**src/hdl/tglc_pkg.sv**
```systemverilog
package tglc_pkg;

  localparam int NIB_W  = 4;
  localparam int MASK_W = 8;
  localparam int CNT_W  = 9;
  localparam int WAL_W  = 6;
  localparam int COR_W  = 11;
  localparam int IN_TDATA_W  = 16;
  localparam int OUT_TDATA_W = 32;

  typedef logic [NIB_W-1:0] nib_t;
  typedef logic signed [WAL_W-1:0] walsh_t;
  typedef walsh_t walsh_tab_t [256];

  typedef struct packed {
    walsh_t lo;
    walsh_t hi;
  } walsh_pair_t;

  localparam nib_t SBOX [16] = '{
    4'd1, 4'd10, 4'd4, 4'd12, 4'd6, 4'd15, 4'd3, 4'd9,
    4'd2, 4'd13, 4'd11, 4'd7, 4'd5, 4'd0, 4'd8, 4'd14
  };

  localparam logic [2:0] BIT_DEST [8] = '{
    3'd0, 3'd3, 3'd5, 3'd7, 3'd2, 3'd4, 3'd6, 3'd1
  };

  // Walsh value of the 4-bit S-box, indexed by {input mask, output mask}.
  // It is the number of agreeing minus disagreeing parities over 16 inputs.
  function automatic walsh_tab_t build_walsh_tab();
    walsh_tab_t tab;
    int         acc;
    nib_t       xv;
    nib_t       sx;
    for (int a = 0; a < 16; a++) begin
      for (int b = 0; b < 16; b++) begin
        acc = 0;
        for (int x = 0; x < 16; x++) begin
          xv = nib_t'(x);
          sx = SBOX[xv];
          if (^((nib_t'(a) & xv) ^ (nib_t'(b) & sx))) begin
            acc = acc - 1;
          end else begin
            acc = acc + 1;
          end
        end
        tab[{nib_t'(a), nib_t'(b)}] = walsh_t'(acc);
      end
    end
    return tab;
  endfunction

  localparam walsh_tab_t WALSH_TAB = build_walsh_tab();

endpackage

```
**src/hdl/toy_gift_linear_correlation_top.sv**
```systemverilog
// An accepted request is registered in walsh_r, then its result in res_r.
// Throughput: one request per cycle while the output is not stalled; the nibble
// Walsh lookup and the product that combines the two nibbles each sit in
// their own stage. While the result waits on out_tready an empty first
// stage still takes one request, and after that both stages hold.
// Reset (rst_n low, synchronous) empties both stages; no other state exists.
module toy_gift_linear_correlation_top (
  input  logic        clk,
  input  logic        rst_n,
  input  logic        in_tvalid,
  output logic        in_tready,
  input  logic [15:0] in_tdata,   // input_mask[7:0], output_mask[15:8]
  output logic        out_tvalid,
  input  logic        out_tready,
  output logic [31:0] out_tdata   // zero_count[8:0], one_count[17:9],
                                  // abs_difference[26:18], zero fill
);

  tglc_pkg::walsh_pair_t walsh_nxt;
  tglc_pkg::walsh_pair_t walsh_r;
  logic                  stg_v_r;
  logic                  out_v_r;
  logic [8:0]            zero_nxt;
  logic [8:0]            one_nxt;
  logic [8:0]            abs_nxt;
  logic [26:0]           res_r;
  logic                  advance;

  assign advance   = !out_v_r || out_tready;
  assign in_tready = !stg_v_r || advance;

  tglc_walsh u_walsh (
    .input_mask  (in_tdata[7:0]),
    .output_mask (in_tdata[15:8]),
    .walsh       (walsh_nxt)
  );

  tglc_result u_result (
    .walsh          (walsh_r),
    .zero_count     (zero_nxt),
    .one_count      (one_nxt),
    .abs_difference (abs_nxt)
  );

  always_ff @(posedge clk) begin
    if (!rst_n) begin
      stg_v_r <= 1'b0;
      out_v_r <= 1'b0;
    end else begin
      if (in_tready) begin
        stg_v_r <= in_tvalid;
      end
      if (advance) begin
        out_v_r <= stg_v_r;
      end
    end
  end

  always_ff @(posedge clk) begin
    if (in_tready && in_tvalid) begin
      walsh_r <= walsh_nxt;
    end
    if (advance && stg_v_r) begin
      res_r <= {abs_nxt, one_nxt, zero_nxt};
    end
  end

  assign out_tvalid = out_v_r;
  assign out_tdata  = {5'd0, res_r};

  // The two counts always cover all 256 inputs.
  a_count_total: assert property (@(posedge clk) disable iff (!rst_n)
    out_tvalid |-> (10'(out_tdata[8:0]) + 10'(out_tdata[17:9]) == 10'd256))
    else $error("zero and one counts do not sum to 256");

  // A product of two even Walsh values is a multiple of four.
  a_abs_even: assert property (@(posedge clk) disable iff (!rst_n)
    out_tvalid |-> (out_tdata[19:18] == 2'b00))
    else $error("bias magnitude is not a multiple of four");

  a_abs_match: assert property (@(posedge clk) disable iff (!rst_n)
    out_tvalid |-> ((out_tdata[8:0] >= out_tdata[17:9]) ?
      (out_tdata[26:18] == out_tdata[8:0] - out_tdata[17:9]) :
      (out_tdata[26:18] == out_tdata[17:9] - out_tdata[8:0])))
    else $error("bias magnitude does not match the counts");

  a_stage_fill: assert property (@(posedge clk) disable iff (!rst_n)
    (in_tvalid && in_tready) |=> stg_v_r)
    else $error("accepted request was dropped from the first stage");

  a_stage_hold: assert property (@(posedge clk) disable iff (!rst_n)
    (stg_v_r && !advance) |=> (stg_v_r && $stable(walsh_r)))
    else $error("stalled first stage lost its contents");

endmodule

```
**src/hdl/tglc_walsh.sv**
```systemverilog
module tglc_walsh (
  input  logic [7:0]           input_mask,
  input  logic [7:0]           output_mask,
  output tglc_pkg::walsh_pair_t walsh
);

  logic [7:0] pre_perm_mask;

  // The output mask is carried back through the bit permutation, so the
  // parity splits into one term for each nibble of the S-box layer.
  always_comb begin
    for (int i = 0; i < 8; i++) begin
      pre_perm_mask[i] = output_mask[tglc_pkg::BIT_DEST[i]];
    end
  end

  assign walsh.lo = tglc_pkg::WALSH_TAB[{input_mask[3:0], pre_perm_mask[3:0]}];
  assign walsh.hi = tglc_pkg::WALSH_TAB[{input_mask[7:4], pre_perm_mask[7:4]}];

endmodule

```
**src/hdl/tglc_result.sv**
```systemverilog
module tglc_result (
  input  tglc_pkg::walsh_pair_t walsh,
  output logic [8:0]            zero_count,
  output logic [8:0]            one_count,
  output logic [8:0]            abs_difference
);

  logic signed [tglc_pkg::COR_W-1:0] corr;
  logic signed [tglc_pkg::COR_W-1:0] zeros_x2;
  logic signed [tglc_pkg::COR_W-1:0] ones_x2;
  logic signed [tglc_pkg::COR_W-1:0] corr_abs;

  // The nibble terms are independent, so the total correlation over all
  // 256 inputs is the product of the two nibble Walsh values.
  assign corr     = tglc_pkg::COR_W'(walsh.lo) * tglc_pkg::COR_W'(walsh.hi);
  assign zeros_x2 = tglc_pkg::COR_W'(256) + corr;
  assign ones_x2  = tglc_pkg::COR_W'(256) - corr;
  assign corr_abs = corr[tglc_pkg::COR_W-1] ? -corr : corr;

  assign zero_count     = zeros_x2[9:1];
  assign one_count      = ones_x2[9:1];
  assign abs_difference = corr_abs[8:0];

endmodule

```
**config.mk**
```make
export PLATFORM = sky130hd
export DESIGN_NAME = toy_gift_linear_correlation_top
export DESIGN_NICKNAME = d
export VERILOG_FILES = /design/src/hdl/tglc_pkg.sv /design/src/hdl/toy_gift_linear_correlation_top.sv /design/src/hdl/tglc_walsh.sv /design/src/hdl/tglc_result.sv
export SDC_FILE = /design/constraint.sdc
export NUM_CORES = 1
export LEC_CHECK = 0
export BUFFER_PORTS_ARGS = -buffer_cell sky130_fd_sc_hd__buf_2
export CAP_MARGIN = 15
export CORE_MARGIN = 2
export CORE_UTILIZATION = 60
export CTS_BUF_LIST = sky130_fd_sc_hd__clkbuf_4 sky130_fd_sc_hd__clkbuf_8
export DETAILED_ROUTE_END_ITERATION = 10
export GPL_ROUTABILITY_DRIVEN = 0
export GPL_TIMING_DRIVEN = 0
export PLACE_DENSITY_LB_ADDON = 0.1
export SYNTH_ARGS = -nofsm -noshare
export SYNTH_HDL_FRONTEND = slang
export SYNTH_SLANG_ARGS = --single-unit
```
**constraint.sdc**
```tcl
create_clock -name clk -period 4.66 [get_ports clk]
set_clock_uncertainty 0.2 [all_clocks]
set_input_delay 0.932 -clock clk [delete_from_list [all_inputs] [get_ports clk]]
set_output_delay 0.932 -clock clk [all_outputs]
set_load 0.02 [all_outputs]
```
==> metrics.txt, run 1 <==
# TYPE chip_impl_metric gauge
chip_impl_info{name="min-delay-path-class",value="register to register"} 1
chip_impl_metric{name="clock_power_share",unit=""} 0.111
chip_impl_metric{name="worst-r2r-cell-count",unit=""} 14
chip_impl_metric{name="p_switching",unit="uW"} 473
chip_impl_metric{name="sequentialPowerShare",unit=""} 0.307
chip_impl_metric{name="first_pass_grt_wire_length",unit="mm"} 11.7
chip_impl_metric{name="grt_usage",unit=""} 0.233
chip_impl_metric{name="cap_violations",unit=""} 0
chip_impl_metric{name="vias",unit=""} 2912
chip_impl_metric{name="area_growth",unit="%"} 11.1
chip_impl_metric{name="timing.critical_path.arrival",unit="ps"} 4210
chip_impl_metric{name="cts_hold_buffers",unit=""} 0
chip_impl_info{name="synthFlopType",value="edfxtp_1"} 1
chip_impl_metric{name="final_max_slew_viol_count",unit=""} 0
chip_impl_metric{name="remaining_drc_errors",unit=""} 0
chip_impl_info{name="tritoncts",value="built"} 1
chip_impl_metric{name="ir_drop_worst_case_vdd",unit="V"} 0.000232
chip_impl_metric{name="cts_setup_buffers",unit=""} 0
chip_impl_metric{name="design.die.area",unit="sq um"} 6140
chip_impl_metric{name="cts-resized-gates",unit=""} 0
chip_impl_metric{name="path_max_fanout",unit=""} 7
chip_impl_metric{name="post_route_cells_drive_above_1_share",unit=""} 0.212
chip_impl_metric{name="route.detailed.wl_per_inst",unit="um"} 14.2
chip_impl_metric{name="internal_power",unit="uW"} 696
chip_impl_metric{name="cellLeakagePower",unit="uW"} 0.00164
chip_impl_metric{name="final_hold_viol_count",unit=""} 0
chip_impl_metric{name="die_height",unit="um"} 78.3
chip_impl_metric{name="highest_clock_rate",unit="MHz"} 227
chip_impl_metric{name="post-route-period-util",unit=""} 0.944
chip_impl_metric{name="boundaryPins",unit=""} 54
chip_impl_metric{name="synth_edf_count",unit=""} 23
chip_impl_metric{name="ys_seq_elements",unit=""} 25
chip_impl_metric{name="antenna-diode-count",unit=""} 0
chip_impl_info{name="status",value="finished, final reports clean"} 1
chip_impl_metric{name="buffer_ports.inserted",unit=""} 34
chip_impl_metric{name="cts-buffers-inserted",unit=""} 3
chip_impl_metric{name="grt_start_max_net_pins",unit=""} 16
chip_impl_metric{name="post-route-util",unit=""} 0.682
chip_impl_metric{name="design.final.nets",unit=""} 485
chip_impl_metric{name="hold_ws",unit="ps"} 325
chip_impl_info{name="final_cell_mix",value="buf_2 (46), nand2_1 (33), ha_1 (23), edfxtp_1 (23)"} 1
chip_impl_metric{name="report.final.setup_viol",unit=""} 0
chip_impl_metric{name="floorplan.initialDensity",unit=""} 0.613
chip_impl_metric{name="min_path_cells",unit=""} 1
chip_impl_metric{name="netlist-cell-type-count",unit=""} 67
chip_impl_metric{name="sw_share",unit=""} 0.405
chip_impl_metric{name="finalNonFillerCells",unit=""} 505
chip_impl_metric{name="coreArea",unit="sq um"} 5410
chip_impl_metric{name="totalPowerFinal",unit="uW"} 1170
chip_impl_metric{name="power.density_cell_area",unit="nW/um^2"} 317
chip_impl_metric{name="grt_overflow_total",unit=""} 0
chip_impl_metric{name="asyncSetResetFlopFracSynth",unit=""} 0
chip_impl_metric{name="antenna_found_initial",unit=""} 0
chip_impl_info{name="worstSetupStartpointType",value="register"} 1
chip_impl_metric{name="final.fill_count",unit=""} 450
chip_impl_metric{name="final_antenna_net_count",unit=""} 0
chip_impl_metric{name="cp_data_required_time",unit="ps"} 4470
chip_impl_metric{name="clock_slew_seen_by_the_registers_of_the_worst_setup_and_hold_paths",unit="ps"} 80
chip_impl_metric{name="post_synth_inst_count",unit=""} 380
chip_impl_metric{name="syn-mean-instance-area",unit="sq um"} 8.73
chip_impl_metric{name="placementRows",unit=""} 27
chip_impl_info{name="criticalPathCategory",value="register to register"} 1
chip_impl_metric{name="hpwlAfterDp",unit="mm"} 5.53
chip_impl_info{name="layout.cells.most_common",value="buf_2"} 1
chip_impl_metric{name="syn-cell-area",unit="sq um"} 3320
chip_impl_metric{name="placed_cells_incl_taps",unit=""} 500
chip_impl_metric{name="first_global_vias",unit=""} 2712
chip_impl_metric{name="clock_insertion_delay_worst_skew",unit="ps"} 270
chip_impl_metric{name="clkSinkCount",unit=""} 25
chip_impl_metric{name="route.detailed.vias_per_inst",unit=""} 5.77
chip_impl_metric{name="h-tree-depth",unit=""} 1
chip_impl_info{name="cts.root.buffer_cell",value="clkbuf_8"} 1
chip_impl_metric{name="timing.setup.tns",unit="ps"} 0
chip_impl_metric{name="regToRegSetupSlack",unit="ps"} 260
chip_impl_info{name="rsz_0062_raised_after_global_routing",value="no"} 1
chip_impl_metric{name="fraction_of_the_yosys_area_taken_by_sequential_cells",unit=""} 0.220
chip_impl_metric{name="yosysWarningCount",unit=""} 0
chip_impl_metric{name="iteration_count_of_the_initial_detailed_routing_pass",unit=""} 4
chip_impl_metric{name="period_minus_ws_final",unit="ps"} 4400
chip_impl_metric{name="drt_iter0_drc",unit=""} 158
chip_impl_metric{name="detail_route.wirelength",unit="mm"} 7.16
chip_impl_info{name="worst_setup_path_end_kind",value="register"} 1
chip_impl_metric{name="die_w",unit="um"} 78.3
chip_impl_metric{name="ctsLongestPathBuffers",unit=""} 2
chip_impl_metric{name="portion_of_total_power_attributed_to_combinational_logic",unit=""} 0.581
## layout make-up
type,count,area [sq um],share of cell area
sequential,25,731,0.198
inverter,23,86.3,0.0234
timing repair buffer,35,178,0.0482
tap,72,90.1,0.0244
multi-input combinational,301,2230,0.605
clock buffer,4,48.8,0.0132
buffer,45,323,0.0876
## worst paths after layout
check	startpoint	endpoint
hold / removal	stg_v_r	out_tvalid
hold reg to reg	stg_v_r	out_tvalid
setup / recovery	walsh_r[5]	res_r[26]
setup reg to reg	walsh_r[5]	res_r[26]
## power groups by stage
stage | sequential [uW] | combinational (uW) | clock, uW
after CTS | 361 | 678 | 136
after detailed placement | 366 | 674 | 0
after global routing | 365 | 747 | 139
after floorplan | 417 | 470 | 0
final | 359 | 680 | 130
after global placement | 363 | 649 | 0
## routing by layer
| layer | part of all wire | up-vias | global-route usage |
|---|---|---|---|
| met2 | 0.49 | 119 | 0.401 |
| met5 | 0 | - | 0 |
| met3 | 0.068 | 13 | 0.0184 |
| met1 | 0.43 | 1346 | 0.301 |
| met4 | 0.018 | 0 | 0.100 |
| li1 | - | 1434 | - |
## critical path, cell delays in order (launching register included)
cell,delay [ps]
edfxtp_1,510
nor2b_1,200
fa_1,540
inv_1,60
fa_1,530
inv_1,40
ha_1,290
ha_1,300
ha_1,360
a21o_1,200
a21oi_1,180
xnor2_1,130
xnor2_2,300
nand2_1,120
xor2_1,160
## flip-flops by register name, indices dropped and copies added, names as in the netlist
name	cells
res_r	15
walsh_r	8
out_tvalid	1
stg_v_r	1
## stage by stage
| stage | setup slack (ps) | instance area (sq um) |
|---|---|---|
| floorplan | 603 | 3370 |
| global placement | 339 | 3630 |
| detailed placement | 243 | 3630 |
| CTS | 211 | 3680 |
| global route | 61.2 | 3680 |
| finish | 260 | 3680 |
## kinds of logic (layout without fill, tap and decap cells)
logic type                 count (synthesis)  in the layout  share of synthesized area
other                                      1             15                    0.00113
xor gates and xnor gates                  28             28                     0.0819
muxes                                     10             10                     0.0309
and+or+nand+nor                          116            116                      0.183
AOI/OAI and AO/OA                        101            101                      0.224
adders and majority gates                 31             31                      0.135
DFF                                       25             25                      0.220
buffers and inverters                     68            107                      0.123
## cell usage after synthesis (5+ instances only)
library cell,n,share of area
o22ai_1,5,0.0094
o21ai_1,5,0.0075
o211ai_1,9,0.020
edfxtp_1,23,0.21
and2_1,10,0.019
nand2_1,33,0.037
fa_1,8,0.048
nor2b_1,14,0.026
o21ai_0,15,0.023
mux2i_1,8,0.024
buf_6,8,0.027
a211oi_1,7,0.016
a21oi_1,14,0.021
xor2_1,8,0.021
nand2b_1,11,0.021
xnor2_1,18,0.048
nand3_1,10,0.015
buf_4,21,0.048
nand3b_1,6,0.014
a31oi_1,5,0.0094
buf_2,12,0.018
ha_1,23,0.087
nor2_1,17,0.019
inv_1,22,0.025
No activity file was read; power rests on OpenSTA's default activity.
==> run 2: changes to the inputs <==
- CORE_UTILIZATION: 60 -> 62
- SYNTH_HIERARCHICAL: not set -> 1
==> run 2 against run 1 <==
Count of clock-buffer cells in the layout up 1. Register-to-register slack worse by 170 ps. Via count up 30%. Sequential share of layout area rose by 3.2 points. Design area grew 43%. Sequential cell count increased by 16. Global-route usage is 0.90 points higher. Die area rose by 32%. First-iteration DRC count is 35% higher. Maximum frequency shrank 3.7%. Setup slack worse by 170 ps. Critical path type unchanged. Critical endpoint unchanged.
==> metrics.txt, run 2 <==
# TYPE chip_impl_metric gauge
chip_impl_metric{name="cts-buffers-inserted",unit=""} 5
chip_impl_metric{name="sw_share",unit=""} 0.401
chip_impl_metric{name="die_height",unit="um"} 89.8
chip_impl_info{name="timing.critical_path.to",value="res_r[26]"} 1
chip_impl_metric{name="cp_data_required_time",unit="ps"} 4520
chip_impl_info{name="most_common_cell_in_the_synthesized_netlist",value="inv_1"} 1
chip_impl_metric{name="clock_insertion_delay_worst_skew",unit="ps"} 300
chip_impl_metric{name="placementRows",unit=""} 31
chip_impl_metric{name="post-place-ws",unit="ps"} -221
chip_impl_metric{name="hold_ws",unit="ps"} 322
chip_impl_metric{name="first_global_vias",unit=""} 3714
chip_impl_metric{name="design.final.nets",unit=""} 628
chip_impl_info{name="status",value="finished, final reports clean"} 1
chip_impl_metric{name="grt_use_met3",unit=""} 0.0251
chip_impl_metric{name="buffer_ports.inserted",unit=""} 44
chip_impl_metric{name="ys_seq_elements",unit=""} 41
chip_impl_info{name="final_cell_mix",value="buf_2 (55), inv_1 (45), edfxtp_1 (39), nand2_1 (39), ha_1 (34)"} 1
chip_impl_metric{name="vias",unit=""} 3787
chip_impl_metric{name="period_minus_ws_final",unit="ps"} 4570
chip_impl_metric{name="antenna-diode-count",unit=""} 0
chip_impl_metric{name="report.final.setup_viol",unit=""} 0
chip_impl_metric{name="grtUsageMet2",unit=""} 0.444
chip_impl_metric{name="largest_register_ffs",unit=""} 27
chip_impl_metric{name="iteration_count_of_the_initial_detailed_routing_pass",unit=""} 5
chip_impl_info{name="cts.root.buffer_cell",value="clkbuf_8"} 1
chip_impl_info{name="layout.cells.most_common",value="buf_2"} 1
chip_impl_info{name="criticalPathCategory",value="register to register"} 1
chip_impl_metric{name="sequentialPowerShare",unit=""} 0.243
chip_impl_metric{name="antenna_found_initial",unit=""} 0
chip_impl_metric{name="area_growth",unit="%"} 15.2
chip_impl_metric{name="first_pass_grt_wire_length",unit="mm"} 16.3
chip_impl_info{name="synth.cells.most_frequent",value="inv_1 (45), nand2_1 (41), edfxtp_1 (39), ha_1 (35)"} 1
chip_impl_metric{name="fraction_of_the_yosys_area_taken_by_sequential_cells",unit=""} 0.265
chip_impl_metric{name="fin_ws",unit="ps"} 92.1
chip_impl_metric{name="cellLeakagePower",unit="uW"} 0.00232
chip_impl_info{name="worstSetupStartpointType",value="register"} 1
chip_impl_metric{name="clock_power_share",unit=""} 0.125
chip_impl_metric{name="syn-mean-instance-area",unit="sq um"} 9.56
chip_impl_metric{name="yosysWarningCount",unit=""} 6
chip_impl_info{name="ys_top_cells_by_area",value="edfxtp_1 (26%), fa_1 (11%), ha_1 (9.6%)"} 1
chip_impl_metric{name="highest_clock_rate",unit="MHz"} 219
chip_impl_info{name="worst_setup_path_end_kind",value="register"} 1
chip_impl_metric{name="syn-cell-area",unit="sq um"} 4570
chip_impl_metric{name="die_w",unit="um"} 89.8
chip_impl_metric{name="post_route_cells_drive_above_1_share",unit=""} 0.222
chip_impl_metric{name="netlist-cell-type-count",unit=""} 67
chip_impl_info{name="largest_reg_by_ff_count",value="res_r"} 1
chip_impl_metric{name="hpwlAfterDp",unit="mm"} 7.37
chip_impl_info{name="synthFlopType",value="edfxtp_1"} 1
chip_impl_info{name="grt.busiest_layer",value="met2"} 1
chip_impl_metric{name="worst-r2r-cell-count",unit=""} 13
chip_impl_metric{name="path_max_fanout",unit=""} 6
chip_impl_metric{name="route.detailed.vias_per_inst",unit=""} 5.84
chip_impl_metric{name="internal_power",unit="uW"} 1650
chip_impl_metric{name="design.die.area",unit="sq um"} 8070
chip_impl_metric{name="finalInstanceArea",unit="sq um"} 5260
chip_impl_metric{name="final.fill_count",unit=""} 518
chip_impl_metric{name="synth_edf_count",unit=""} 39
chip_impl_metric{name="ctsLongestPathBuffers",unit=""} 2
chip_impl_metric{name="portion_of_total_power_attributed_to_combinational_logic",unit=""} 0.632
chip_impl_metric{name="route.detailed.wl_per_inst",unit="um"} 15.4
chip_impl_metric{name="detail_route.wirelength",unit="mm"} 9.96
chip_impl_metric{name="grt_usage",unit=""} 0.242
chip_impl_metric{name="post_synth_inst_count",unit=""} 478
chip_impl_info{name="biggestRegsByFlops",value="res_r x27, walsh_r x12"} 1
chip_impl_metric{name="post-route-period-util",unit=""} 0.980
chip_impl_metric{name="worst_slew_margin_rel",unit=""} 0.510
chip_impl_info{name="critical_path.reg2reg.startpoint",value="walsh_r[5]"} 1
chip_impl_metric{name="cap_violations",unit=""} 0
chip_impl_metric{name="drt_iter0_drc",unit=""} 213
chip_impl_metric{name="grt_overflow_total",unit=""} 0
chip_impl_metric{name="max_slew.worst_pin.slew",unit="ps"} 717
chip_impl_info{name="yosysTopAreaCell",value="edfxtp_1"} 1
chip_impl_metric{name="netlist.area_leader.share",unit=""} 0.256
chip_impl_metric{name="final_antenna_net_count",unit=""} 0
chip_impl_metric{name="power.density_cell_area",unit="nW/um^2"} 524
chip_impl_metric{name="grt_start_max_net_pins",unit=""} 23
chip_impl_info{name="tritoncts",value="built"} 1
chip_impl_metric{name="boundaryPins",unit=""} 54
chip_impl_metric{name="asyncSetResetFlopFracSynth",unit=""} 0
chip_impl_metric{name="timing.critical_path.arrival",unit="ps"} 4430
chip_impl_metric{name="place_area",unit="sq um"} 4960
chip_impl_metric{name="floorplan.initialDensity",unit=""} 0.637
chip_impl_metric{name="regToRegSetupSlack",unit="ps"} 90
chip_impl_metric{name="clkSinkCount",unit=""} 41
chip_impl_metric{name="ir_drop_worst_case_vdd",unit="V"} 0.000314
chip_impl_metric{name="p_switching",unit="uW"} 1110
chip_impl_info{name="min-delay-path-class",value="register to register"} 1
chip_impl_metric{name="clock_slew_seen_by_the_registers_of_the_worst_setup_and_hold_paths",unit="ps"} 90
chip_impl_metric{name="coreArea",unit="sq um"} 7180
chip_impl_metric{name="final_hold_viol_count",unit=""} 0
chip_impl_metric{name="h-tree-depth",unit=""} 2
chip_impl_metric{name="grt_util_met1",unit=""} 0.278
chip_impl_metric{name="final_max_slew_viol_count",unit=""} 0
chip_impl_info{name="min-delay-start",value="out_tvalid"} 1
chip_impl_info{name="critical_path.reg2reg.endpoint",value="res_r[26]"} 1
chip_impl_metric{name="remaining_drc_errors",unit=""} 0
chip_impl_info{name="cp-startpoint",value="walsh_r[5]"} 1
run 2: cell types whose count changed after synthesis, sizes merged, moves of 7 or more:
| cell | delta |
|---|---|
| buf | -14 |
| edfxtp | +16 |
| fa | +16 |
| nand2 | +7 |
| inv | +22 |
| ha | +12 |
| nand2b | +9 |
| and2 | +7 |
run 2: kinds of logic after synthesis:
group                      share of synthesized area
buffers and inverters                         0.0827
muxes                                         0.0515
and+or+nand+nor                                0.174
xor gates and xnor gates                      0.0608
DFF                                            0.265
AOI/OAI and AO/OA                              0.163
adders and majority gates                      0.201
other                                        0.00164
run 2: how the worst min path moves through the flow:
stage,end,slack [ps],depth (start not counted)
6_report,stg_v_r,320,2
5_1_grt,stg_v_r,360,2
4_1_cts,stg_v_r,330,2
3_5_place_dp,stg_v_r,320,2
3_3_place_gp,stg_v_r,310,2
2_1_floorplan,out_tvalid,330,1
run 2: routing by layer:
layer,wire (um),part of all wire
met1,3750,0.38
met2,5120,0.51
met3,692,0.069
met4,396,0.040
met5,0,0
run 2: critical path, stage by stage (launching register included):
cell and delay (ps):
edfxtp_1 440, buf_4 190, nor2b_1 150, fa_1 520, fa_1 520, fa_1 490
ha_1 310, ha_2 340, nor2b_4 150, o31ai_2 250, o2bb2ai_2 200, xnor3_2 370
nand2_1 130, xnor2_1 60
run 2: metrics by stage:
step | util | total power (uW) | std cells | TNS (ps)
3_5_place_dp | 0.691 | 2190 | 629 | -1340
4_1_cts | 0.719 | 2630 | 642 | 0
2_1_floorplan | - | 1890 | 485 | 0
3_3_place_gp | 0.688 | 2130 | 628 | -885
5_1_grt | 0.734 | 2960 | 649 | -85.1
6_report | 0.734 | 2760 | 649 | 0
run 2: repair_timing:
| action | 4_1_cts | 5_1_grt |
|---|---|---|
| endpoints found under the setup margin | 12 | 11 |
| cloned | 1 | 0 |
| gates resized for setup | 5 | 9 |
| setup buffers | 4 | 6 |
| hold buffers | 0 | 0 |
| pin swaps | 0 | 5 |
run 2: power groups by stage:
stage / sequential [uW] / combinational (uW) / clock [uW]
final: 670 / 1750 / 345
after global routing: 679 / 1920 / 363
after CTS: 672 / 1610 / 348
after detailed placement: 683 / 1500 / 0
after global placement: 680 / 1450 / 0
after floorplan: 797 / 1100 / 0
run 2: final cells by class:
cell class | count | area (sq um) | area share
Timing Repair Buffer | 56 | 318 | 0.0604
Tap cell | 99 | 124 | 0.0235
Sequential cell | 41 | 1210 | 0.230
Clock buffer | 5 | 68.8 | 0.0131
Multi-Input combinational cell | 367 | 3100 | 0.588
Buffer | 33 | 209 | 0.0397
Clock inverter | 3 | 68.8 | 0.0131
Inverter | 45 | 169 | 0.0321
==> run 3: changes to the inputs <==
- RECOVER_POWER: not set -> 50
==> run 3 against run 2 <==
Sequential cell count unchanged. Critical path depth unchanged. Sequential power about the same. Highest routed layer unchanged. Register-to-register slack about the same. Cell count unchanged. Power down 0.25%. Maximum frequency about the same. Clock power about the same. Design area down 0.81%. Routed wire length about the same. Via count about the same.
==> metrics.txt, run 3 (synthesis results as in run 2) <==
# TYPE chip_impl_metric gauge
chip_impl_metric{name="first_global_vias",unit=""} 3714
chip_impl_metric{name="worst_slew_margin_rel",unit=""} 0.287
chip_impl_metric{name="die_w",unit="um"} 89.8
chip_impl_metric{name="area_growth",unit="%"} 14.3
chip_impl_metric{name="detail_route.wirelength",unit="mm"} 9.97
chip_impl_metric{name="multiInputGateArea",unit="sq um"} 3090
chip_impl_info{name="final_cell_mix",value="buf_2 (47), inv_1 (45), edfxtp_1 (39), nand2_1 (39), ha_1 (34)"} 1
chip_impl_info{name="criticalPathCategory",value="register to register"} 1
chip_impl_metric{name="ctsLongestPathBuffers",unit=""} 2
chip_impl_metric{name="final_antenna_net_count",unit=""} 0
chip_impl_metric{name="antenna-diode-count",unit=""} 0
chip_impl_metric{name="clkSinkCount",unit=""} 41
chip_impl_metric{name="ir_drop_worst_case_vdd",unit="V"} 0.000315
chip_impl_metric{name="period_minus_ws_final",unit="ps"} 4570
chip_impl_info{name="tritoncts",value="built"} 1
chip_impl_metric{name="timing.setup.tns",unit="ps"} 0
chip_impl_metric{name="report.final.setup_viol",unit=""} 0
chip_impl_metric{name="die_height",unit="um"} 89.8
chip_impl_metric{name="clock_insertion_delay_worst_skew",unit="ps"} 300
chip_impl_metric{name="first_pass_grt_wire_length",unit="mm"} 16.3
chip_impl_metric{name="hpwlAfterDp",unit="mm"} 7.37
chip_impl_metric{name="final.fill_count",unit=""} 526
chip_impl_metric{name="floorplan.initialDensity",unit=""} 0.637
chip_impl_metric{name="route.detailed.wl_per_inst",unit="um"} 15.4
chip_impl_metric{name="remaining_drc_errors",unit=""} 0
chip_impl_metric{name="cts-buffers-inserted",unit=""} 5
chip_impl_metric{name="design.final.nets",unit=""} 628
chip_impl_metric{name="hold_ws",unit="ps"} 334
chip_impl_metric{name="grt_usage",unit=""} 0.242
chip_impl_metric{name="vias",unit=""} 3784
chip_impl_metric{name="cp_data_required_time",unit="ps"} 4520
chip_impl_metric{name="grt_start_max_net_pins",unit=""} 23
chip_impl_info{name="cts.root.buffer_cell",value="clkbuf_8"} 1
chip_impl_metric{name="grt_overflow_total",unit=""} 0
chip_impl_info{name="worst_setup_path_end_kind",value="register"} 1
chip_impl_metric{name="iteration_count_of_the_initial_detailed_routing_pass",unit=""} 5
chip_impl_metric{name="boundaryPins",unit=""} 54
chip_impl_metric{name="placementRows",unit=""} 31
chip_impl_metric{name="final_hold_viol_count",unit=""} 0
chip_impl_metric{name="buffer_ports.inserted",unit=""} 44
chip_impl_metric{name="seq_area",unit="sq um"} 1210
chip_impl_metric{name="route.detailed.vias_per_inst",unit=""} 5.83
chip_impl_metric{name="timing.critical_path.arrival",unit="ps"} 4430
chip_impl_metric{name="design.die.area",unit="sq um"} 8070
chip_impl_metric{name="cap_violations",unit=""} 0
chip_impl_metric{name="cellLeakagePower",unit="uW"} 0.00228
chip_impl_info{name="largest_reg_by_ff_count",value="res_r"} 1
chip_impl_metric{name="max_slew.worst_pin.slew",unit="ps"} 1070
chip_impl_metric{name="final_max_slew_viol_count",unit=""} 0
chip_impl_metric{name="post_route_cells_drive_above_1_share",unit=""} 0.198
chip_impl_metric{name="highest_clock_rate",unit="MHz"} 219
chip_impl_info{name="worstSetupStartpointType",value="register"} 1
chip_impl_metric{name="h-tree-depth",unit=""} 2
chip_impl_info{name="status",value="finished, final reports clean"} 1
chip_impl_info{name="min-delay-path-class",value="register to register"} 1
chip_impl_metric{name="coreArea",unit="sq um"} 7180
chip_impl_info{name="biggestRegsByFlops",value="res_r x27, walsh_r x12"} 1
chip_impl_metric{name="antenna_found_initial",unit=""} 0
chip_impl_metric{name="drt_iter0_drc",unit=""} 174
chip_impl_metric{name="largest_register_ffs",unit=""} 27
chip_impl_info{name="layout.cells.most_common",value="buf_2"} 1
chip_impl_metric{name="clock_slew_seen_by_the_registers_of_the_worst_setup_and_hold_paths",unit="ps"} 90
chip_impl_metric{name="post-route-period-util",unit=""} 0.980
chip_impl_metric{name="path_max_fanout",unit=""} 6
chip_impl_metric{name="power.density_cell_area",unit="nW/um^2"} 527
==> run 3: metal layers <==
layer,share of wire,track usage,up-vias
met4,0.042,0.126,0
met1,0.38,0.278,1751
li1,-,-,1804
met2,0.51,0.444,189
met3,0.065,0.0251,40
met5,0,0,-
==> run 3: what timing repair did <==
action | in CTS | in global routing
buffers inserted | 4 | 6
hold buffers | 0 | 0
endpoints found under the setup margin | 12 | 11
gates cloned | 1 | 0
pin swaps | 0 | 5
gates resized for setup | 5 | 9
==> run 3: per-stage QoR <==
| stage | cell area (sq um) | power, uW | util | std cells | setup WS [ps] |
|---|---|---|---|---|---|
| 2_1_floorplan | 4590 | 1890 | - | 485 | 55.4 |
| 3_3_place_gp | 4940 | 2130 | 0.688 | 628 | -182 |
| 3_5_place_dp | 4960 | 2190 | 0.691 | 629 | -221 |
| 4_1_cts | 5160 | 2630 | 0.719 | 642 | 3.71 |
| 5_1_grt | 5220 | 2950 | 0.728 | 649 | -24.1 |
| 6_report | 5220 | 2750 | 0.728 | 649 | 93.2 |
==> run 3: worst paths after layout <==
kind	from	end	slack (ps)	depth (start not counted)
worst min-delay path	out_tvalid	stg_v_r	330	2
worst max-delay path	walsh_r[5]	res_r[26]	90	13
worst max register to register	walsh_r[5]	res_r[26]	90	13
worst min register to register	out_tvalid	stg_v_r	330	2
==> run 3: power breakdown <==
group	switching, uW	total (uW)	internal [uW]
Combinational	949	1740	788
Sequential	30.2	672	641
Clock	129	344	216
==> run 3: area by class of cell <==
| type | count | area share |
|---|---|---|
| multi-input combinational | 367 | 0.591 |
| tap | 99 | 0.0237 |
| inverter | 45 | 0.0324 |
| buffer | 33 | 0.0386 |
| sequential | 41 | 0.232 |
| clock inverter | 3 | 0.0132 |
| clock buffer | 5 | 0.0132 |
| timing repair buffer | 56 | 0.0561 |
==> run 3: critical path: stages (launching register included) <==
cell	delay, ps
edfxtp_1	440
buf_4	190
nor2b_1	150
fa_1	520
fa_1	520
fa_1	490
ha_1	310
ha_2	340
nor2b_4	150
o31ai_2	250
o2bb2ai_2	200
xnor3_2	370
nand2_1	130
xnor2_1	60
